[config.mk]
export PLATFORM = sky130hd
export DESIGN_NAME = ring_buffer_fifo_burst
export DESIGN_NICKNAME = d
export VERILOG_FILES = /design/src/hdl/rbfb_pkg.sv /design/src/hdl/rbfb_store.sv /design/src/hdl/rbfb_ctrl.sv /design/src/hdl/ring_buffer_fifo_burst.sv
export SDC_FILE = /design/constraint.sdc
export NUM_CORES = 2
export LEC_CHECK = 0
export ABC_AREA = 1
export BUFFER_PORTS_ARGS = -buffer_cell sky130_fd_sc_hd__buf_4
export CORE_MARGIN = 5
export CORE_UTILIZATION = 40
export CTS_CLUSTER_DIAMETER = 120
export DETAILED_ROUTE_END_ITERATION = 8
export GPL_ROUTABILITY_DRIVEN = 0
export GPL_TIMING_DRIVEN = 0
export PLACE_DENSITY = 0.53
export SLEW_MARGIN = 40
export SYNTH_ARGS = -nofsm -noshare
export SYNTH_HDL_FRONTEND = slang
export SYNTH_SLANG_ARGS = --single-unit
[constraint.sdc]
create_clock -name clock -period 6.95 [get_ports clock]
set_input_delay 0 -clock clock [delete_from_list [all_inputs] [get_ports clock]]
set_output_delay 0 -clock clock [all_outputs]
set_load 0.01 [all_outputs]
[src/hdl/rbfb_pkg.sv]
// Shared types and operation codes for the burst ring buffer FIFO.
// Depends on nothing; the sequencer, top level, checker and testbench refer to it by scoped names.
`timescale 1ns / 1ps

package rbfb_pkg;

   // Operation codes carried in the mode field
   localparam logic [1:0] MODE_WRITE = 2'd0;
   localparam logic [1:0] MODE_READ  = 2'd1;
   localparam logic [1:0] MODE_PEEK  = 2'd2;
   localparam logic [1:0] MODE_SKIP  = 2'd3;

   // One input item
   typedef struct packed {
      logic [1:0]  mode;
      logic [31:0] write_data;
      logic [4:0]  count;
   } req_item_type;

   // One result item
   typedef struct packed {
      logic [31:0] read_data;
      logic        data_valid;
      logic        last;
      logic [4:0]  done_count;
      logic [6:0]  level;
   } rsp_item_type;

   // Result control from the sequencer; data is joined from the store
   typedef struct packed {
      logic       strobe;
      logic       data_valid;
      logic       last;
      logic [4:0] done_count;
      logic [6:0] level;
   } rsp_tag_type;

endpackage

[src/hdl/rbfb_store.sv]
// Element store: one write port, one read port, registered read data.
// Depends on nothing beyond its parameters.
`timescale 1ns / 1ps

module rbfb_store #(
   parameter int DEPTH      = 64,
   parameter int ELEM_WIDTH = 32
) (
   input  logic                     clock,
   input  logic                     wr_en,
   input  logic [$clog2(DEPTH)-1:0] wr_addr,
   input  logic [ELEM_WIDTH-1:0]    wr_data,
   input  logic                     rd_en,
   input  logic [$clog2(DEPTH)-1:0] rd_addr,
   output logic [ELEM_WIDTH-1:0]    rd_data
);

   logic [ELEM_WIDTH-1:0] mem [DEPTH];
   logic [ELEM_WIDTH-1:0] rd_data_ff;

   // Write an element
   always_ff @(posedge clock) begin
      if (wr_en) begin
         mem[wr_addr] <= wr_data;
      end
   end

   // Registered read when enabled; hold the last word otherwise
   always_ff @(posedge clock) begin
      if (rd_en) begin
         rd_data_ff <= mem[rd_addr];
      end
   end

   assign rd_data = rd_data_ff;

endmodule

[src/hdl/rbfb_ctrl.sv]
// Sequencer: write and read counters, request clamping and burst stepping.
// Depends on rbfb_pkg; drives the ports of rbfb_store.
`timescale 1ns / 1ps

module rbfb_ctrl #(
   parameter int DEPTH     = 64,
   parameter int MAX_BURST = 16
) (
   input  logic                       clock,
   input  logic                       reset,
   input  logic                       start,
   output logic                       busy,
   input  rbfb_pkg::req_item_type     req_data,
   output rbfb_pkg::rsp_tag_type      rsp_tag,
   output logic                       wr_en,
   output logic [$clog2(DEPTH)-1:0]   wr_addr,
   output logic                       rd_en,
   output logic [$clog2(DEPTH)-1:0]   rd_addr
);

   localparam int AW = $clog2(DEPTH);
   localparam int CW = AW + 1;
   localparam int NW = $clog2(MAX_BURST + 1);
   localparam int LW = (CW > 7) ? CW : 7;

   localparam logic ST_IDLE  = 1'b0;
   localparam logic ST_BURST = 1'b1;

   logic                  state_ff,  state_in;
   logic [CW-1:0]         wr_ff,     wr_in;
   logic [CW-1:0]         rd_ff,     rd_in;
   logic [AW-1:0]         base_ff,   base_in;
   logic [NW-1:0]         idx_ff,    idx_in;
   logic [NW-1:0]         n_ff,      n_in;
   logic [6:0]            lvl_ff,    lvl_in;
   rbfb_pkg::rsp_tag_type tag_ff,    tag_in;

   logic [CW-1:0] occ;
   logic          full;
   logic [LW-1:0] req_ext;
   logic [LW-1:0] req_sat;
   logic [LW-1:0] occ_ext;
   logic [LW-1:0] n_wide;
   logic [NW-1:0] n;
   logic          accept;
   logic          burst_last;

   // Occupancy and the clamped request
   assign occ     = wr_ff - rd_ff;
   assign full    = occ[CW-1];
   assign req_ext = LW'(req_data.count);
   assign req_sat = (req_ext > LW'(MAX_BURST)) ? LW'(MAX_BURST) : req_ext;
   assign occ_ext = LW'(occ);
   assign n_wide  = (req_sat < occ_ext) ? req_sat : occ_ext;
   assign n       = NW'(n_wide);

   assign busy       = (state_ff == ST_BURST);
   assign accept     = start && !busy;
   assign burst_last = ((idx_ff + NW'(1)) == n_ff);

   // Decode an accepted item, or step through a burst
   always_comb begin
      state_in = state_ff;
      wr_in    = wr_ff;
      rd_in    = rd_ff;
      base_in  = base_ff;
      idx_in   = idx_ff;
      n_in     = n_ff;
      lvl_in   = lvl_ff;
      tag_in   = '0;
      wr_en    = 1'b0;
      wr_addr  = AW'(wr_ff);
      rd_en    = 1'b0;
      rd_addr  = base_ff + AW'(idx_ff);

      case (state_ff)
         ST_IDLE: begin
            if (accept) begin
               tag_in.strobe = 1'b1;
               tag_in.last   = 1'b1;
               case (req_data.mode)
                  rbfb_pkg::MODE_WRITE: begin
                     if (!full) begin
                        wr_en             = 1'b1;
                        wr_in             = wr_ff + CW'(1);
                        tag_in.done_count = 5'd1;
                        tag_in.level      = 7'(occ + CW'(1));
                     end else begin
                        tag_in.level      = 7'(occ);
                     end
                  end
                  rbfb_pkg::MODE_SKIP: begin
                     rd_in             = rd_ff + CW'(n);
                     tag_in.done_count = 5'(n);
                     tag_in.level      = 7'(occ - CW'(n));
                  end
                  rbfb_pkg::MODE_READ,
                  rbfb_pkg::MODE_PEEK: begin
                     if (n == '0) begin
                        tag_in.level = 7'(occ);
                     end else begin
                        // Nothing shows now; the burst starts next cycle
                        tag_in   = '0;
                        state_in = ST_BURST;
                        base_in  = AW'(rd_ff);
                        idx_in   = '0;
                        n_in     = n;
                        if (req_data.mode == rbfb_pkg::MODE_READ) begin
                           rd_in  = rd_ff + CW'(n);
                           lvl_in = 7'(occ - CW'(n));
                        end else begin
                           lvl_in = 7'(occ);
                        end
                     end
                  end
                  default: begin
                     tag_in = '0;
                  end
               endcase
            end
         end
         ST_BURST: begin
            // Fetch one element a cycle; its tag lines up with the read data
            rd_en             = 1'b1;
            tag_in.strobe     = 1'b1;
            tag_in.data_valid = 1'b1;
            tag_in.last       = burst_last;
            tag_in.done_count = 5'(n_ff);
            tag_in.level      = lvl_ff;
            idx_in            = idx_ff + NW'(1);
            if (burst_last) begin
               state_in = ST_IDLE;
            end
         end
         default: begin
            state_in = ST_IDLE;
         end
      endcase
   end

   // Control state
   always_ff @(posedge clock) begin
      if (reset) begin
         state_ff <= ST_IDLE;
         wr_ff    <= '0;
         rd_ff    <= '0;
         tag_ff   <= '0;
      end else begin
         state_ff <= state_in;
         wr_ff    <= wr_in;
         rd_ff    <= rd_in;
         tag_ff   <= tag_in;
      end
   end

   // Burst bookkeeping
   always_ff @(posedge clock) begin
      base_ff <= base_in;
      idx_ff  <= idx_in;
      n_ff    <= n_in;
      lvl_ff  <= lvl_in;
   end

   assign rsp_tag = tag_ff;

endmodule

[src/hdl/ring_buffer_fifo_burst.sv]
// Latency: write, skip and empty read or peek give one result the cycle after acceptance.
// A read or peek of n elements keeps busy high while its elements are fetched and gives one
// result a cycle, paced by the single read port of the store.
// Throughput: one single-result item a cycle; no new item is taken until a burst is fetched.
// Reset (synchronous) clears both counters and the sequencer; the store keeps its contents.
// The receiver cannot stall: each result shows for exactly one cycle under strobe.
`timescale 1ns / 1ps

module ring_buffer_fifo_burst #(
   parameter int DEPTH      = 64,
   parameter int ELEM_WIDTH = 32,
   parameter int MAX_BURST  = 16
) (
   input  logic                   clock,
   input  logic                   reset,
   input  logic                   start,
   output logic                   busy,
   input  rbfb_pkg::req_item_type req_data,
   output logic                   strobe,
   output rbfb_pkg::rsp_item_type rsp_data
);

   localparam int AW = $clog2(DEPTH);

   rbfb_pkg::rsp_tag_type rsp_tag;
   logic                  wr_en;
   logic [AW-1:0]         wr_addr;
   logic                  rd_en;
   logic [AW-1:0]         rd_addr;
   logic [ELEM_WIDTH-1:0] rd_data;

   rbfb_ctrl #(
      .DEPTH     (DEPTH),
      .MAX_BURST (MAX_BURST)
   ) u_ctrl (
      .clock    (clock),
      .reset    (reset),
      .start    (start),
      .busy     (busy),
      .req_data (req_data),
      .rsp_tag  (rsp_tag),
      .wr_en    (wr_en),
      .wr_addr  (wr_addr),
      .rd_en    (rd_en),
      .rd_addr  (rd_addr)
   );

   rbfb_store #(
      .DEPTH      (DEPTH),
      .ELEM_WIDTH (ELEM_WIDTH)
   ) u_store (
      .clock   (clock),
      .wr_en   (wr_en),
      .wr_addr (wr_addr),
      .wr_data (ELEM_WIDTH'(req_data.write_data)),
      .rd_en   (rd_en),
      .rd_addr (rd_addr),
      .rd_data (rd_data)
   );

   // Join the result tag with the element; zero the data on non-element results
   always_comb begin
      strobe              = rsp_tag.strobe;
      rsp_data.read_data  = rsp_tag.data_valid ? 32'(rd_data) : 32'd0;
      rsp_data.data_valid = rsp_tag.data_valid;
      rsp_data.last       = rsp_tag.last;
      rsp_data.done_count = rsp_tag.done_count;
      rsp_data.level      = rsp_tag.level;
   end

endmodule

==> out/metrics.yaml <==
power.density_nw_per_um2: 358
met2_usage: 0.387
reg2reg_slack_ns: 1.19
hp-start: "req_data[34]"
synth.distinct_cells: 41
netlist_area_sq_um: 86100
post_cts_buffers: 0
r2r_start: "u_ctrl.wr_ff[0]"
ys_ff_latch: 2133
yosysMostFrequentCell: "edfxtp_1"
drv_cap: 0
die_w_um: 474
grt_pass1_wl_mm: 404
design_area_sq_um: 101000
via_count: 56500
synth_fp_nets: 6430
synth_fa_ha_area_frac: 0.00486
netlist_instances: 6357
cts_root_buf: "clkbuf_16"
fin_hold_ws_ns: 0.149
initial_utilization: 0.401
peakVddDrop_mv: 0.294
synth_ff_type: "edfxtp_1"
worstMarginPinSlew_ns: 0.964
track_usage: 0.251
post-route-period-util: 0.829
crit_path_end_kind: "flop"
start_kind: "flop"
fmax_mhz: 174
leakagePower_nw: 33.1
port_buffers: 88
crit_required_ns: 7.50
grtUsageMet3: 0.0417
first_iter_violations: 7208
globalRoute.busiestLayer: "met2"
maxSlewViolCount: 0
io_pins: 90
critPathKind: "reg2reg"
cts.clk_slew.worst_paths_ns: 0.06
worst_r2r_path_depth: 18
cts_tree: "done"
cts_made_buffers: 219
relSlewSlack: 0.358
synth-simple-area-share: 0.0948
hold_path_depth: 2
synth_top_area_frac: 0.734
drive_gt1_frac: 0.150
fin_cells: 9903
synth_top_family_by_area: "compound AO/OA/AOI/OAI gates"
netlist_top_cells_count: "2103 x edfxtp_1, 1639 x nor2_1, 571 x o21ai_0"
synth_area_per_cell_sq_um: 13.5
dpl.cell_count: 9444
via_per_inst: 5.70
clock_sinks: 2133
post_synth_xor_area_fraction: 0.00142
dpl-instance-area_sq_um: 93600
remaining_drc_errors: 0
yosysTopAreaCell: "edfxtp_1"
status: "completed"
drt-wirelength-per-cell_um: 29.0
synth.area.top_cells: "edfxtp_1 73%, nor2_1 7.1%, o32ai_1 5.2%"
clkLatencyLatePin_ns: 0.88
dieArea_sq_um: 225000
cts_max_level: 4
fin_nets: 6946
dpl.hpwl_mm: 192
finalHoldViolCount: 0
wl_mm: 287
holdBufCountCts: 42
synth_edf_count: 2103
fin_crit_ns: 5.76
grt_antenna_before_repair: 15
finClkSkew_ns: 0.0392
fp-row-count: 170
total_power_mw: 36.2
synthArstFlopShare: 0
grt_max_degree: 65
gr-total-overflow: 0
rsz0062_at_grt: "false"
whs_endpoint: "u_store.mem[57][29]"
grt.met1_usage: 0.356
die_height_um: 474
r2r_end: "u_store.mem[48][15]"
drt.antenna.violating_nets: 0
cts_resized: 0
areaGrowthSynthToFinish_pct: 17.4
grt_pass1_vias: 54400
setup_tns_ns: 0
coreArea_sq_um: 214000
arrival_ns: 6.31
synthMuxAreaShare: 0.0335
finalSetupViolations: 0
first_pass_iters: 6
synth_compound_area_frac: 0.0992
ys_seq_area_frac: 0.741
min_path_type: "in2reg"
cp_max_fo: 10
num-fill-cells: 18800
yosys_warnings: 0
clock_path_buffers: 3
-- flip-flops by register name, summed over array words and instances, names as in the netlist --
| signal | cells |
|---|---|
| u_ctrl.base_ff | 6 |
| u_ctrl.rsp_tag | 15 |
| u_store.rd_data | 32 |
| u_ctrl.rd_ff | 7 |
| u_ctrl.idx_ff | 5 |
| u_ctrl.lvl_ff | 7 |
| u_ctrl.wr_ff | 7 |
| u_store.mem | 2048 |
| u_ctrl.n_ff | 5 |
| u_ctrl.busy | 1 |
-- critical path, cell delays in order, from the launching register on --
cell and delay, ns:
dfxtp_1 0.53, clkinv_1 0.53, ha_1 0.42, fa_1 0.40
inv_1 0.11, nand2_1 0.08, nand4_1 0.12, nand2_4 0.13
inv_1 0.21, nand3_1 0.46, clkinv_1 0.38, nand2_1 0.21
nor4_2 0.54, buf_2 0.32, buf_2 0.23, buf_2 0.19
buf_2 0.18, buf_2 0.19, buf_2 0.21
-- cell usage in the layout (no fill, tap or decap), types with 19 or more instances in the layout --
master         netlist  layout
edfxtp_1          2103    2103
nor2_1            1639    1581
o21ai_0            571     568
o32ai_1            512     512
nand2_1            374     369
clkbuf_1           286     318
mux2_2             256     256
clkbuf_16            0     220
buf_2              109     131
inv_1              112     112
a21oi_1             91      91
buf_4                2      90
nor2_4               1      59
buf_8                0      59
clkinv_2             0      54
buf_16               0      52
nand3_1             54      49
clkinv_1             4      48
dlygate4sd3_1        0      42
a32o_1              33      33
buf_1               31      30
a32oi_1             32      30
dfxtp_1             30      28
ha_1                27      27
buf_6                0      27
bufinv_16            0      19
-- through the flow --
step / worst slack (ns) / utilization
final: 1.19 / 0.471
after global routing: 1.03 / 0.471
after CTS: 1.33 / 0.471
after detailed placement: 1.36 / 0.437
after global placement: -2.70 / 0.421
after floorplan: 1.21 / -
-- kinds of logic after synthesis --
family          Yosys count
buf+inv                 548
simple gates           2116
compound gates         1259
mux                     256
flops                  2133
xor+xnor                 14
fa+ha+maj                31
-- power by group --
part	internal (mW)	switching (mW)
logic	2.93	7.43
registers	14.3	0.0466
clock network	6.52	5.03
-- area by class of cell --
type                            instances  area, sq um  area share
Antenna cell                            7         17.5    0.000173
Buffer                                428         1770      0.0175
Clock buffer                          267         5680      0.0562
Clock inverter                        139         1280      0.0127
Inverter                              120          450     0.00446
Multi-Input combinational cell       3676        20700       0.204
Sequential cell                      2133        63800       0.631
Tap cell                             2838         3550      0.0351
Timing Repair Buffer                  295         3900      0.0386
-- worst max path at each step --
stage / start / endpoint
after floorplan: u_ctrl.wr_ff[0] / u_store.mem[48][0]
after global placement: u_ctrl.wr_ff[0] / u_store.mem[48][16]
after detailed placement: u_ctrl.wr_ff[0] / u_store.mem[48][17]
after CTS: u_ctrl.wr_ff[0] / u_store.mem[48][15]
after global routing: u_ctrl.wr_ff[0] / u_store.mem[48][15]
final: u_ctrl.wr_ff[0] / u_store.mem[48][15]
-- metal layers --
| layer | part of all wire | vias to the layer above |
|---|---|---|
| li1 | - | 24800 |
| met1 | 0.42 | 28700 |
| met2 | 0.45 | 2488 |
| met3 | 0.082 | 438 |
| met4 | 0.043 | 0 |
| met5 | 0 | - |
(Power assumes the default switching activity.)
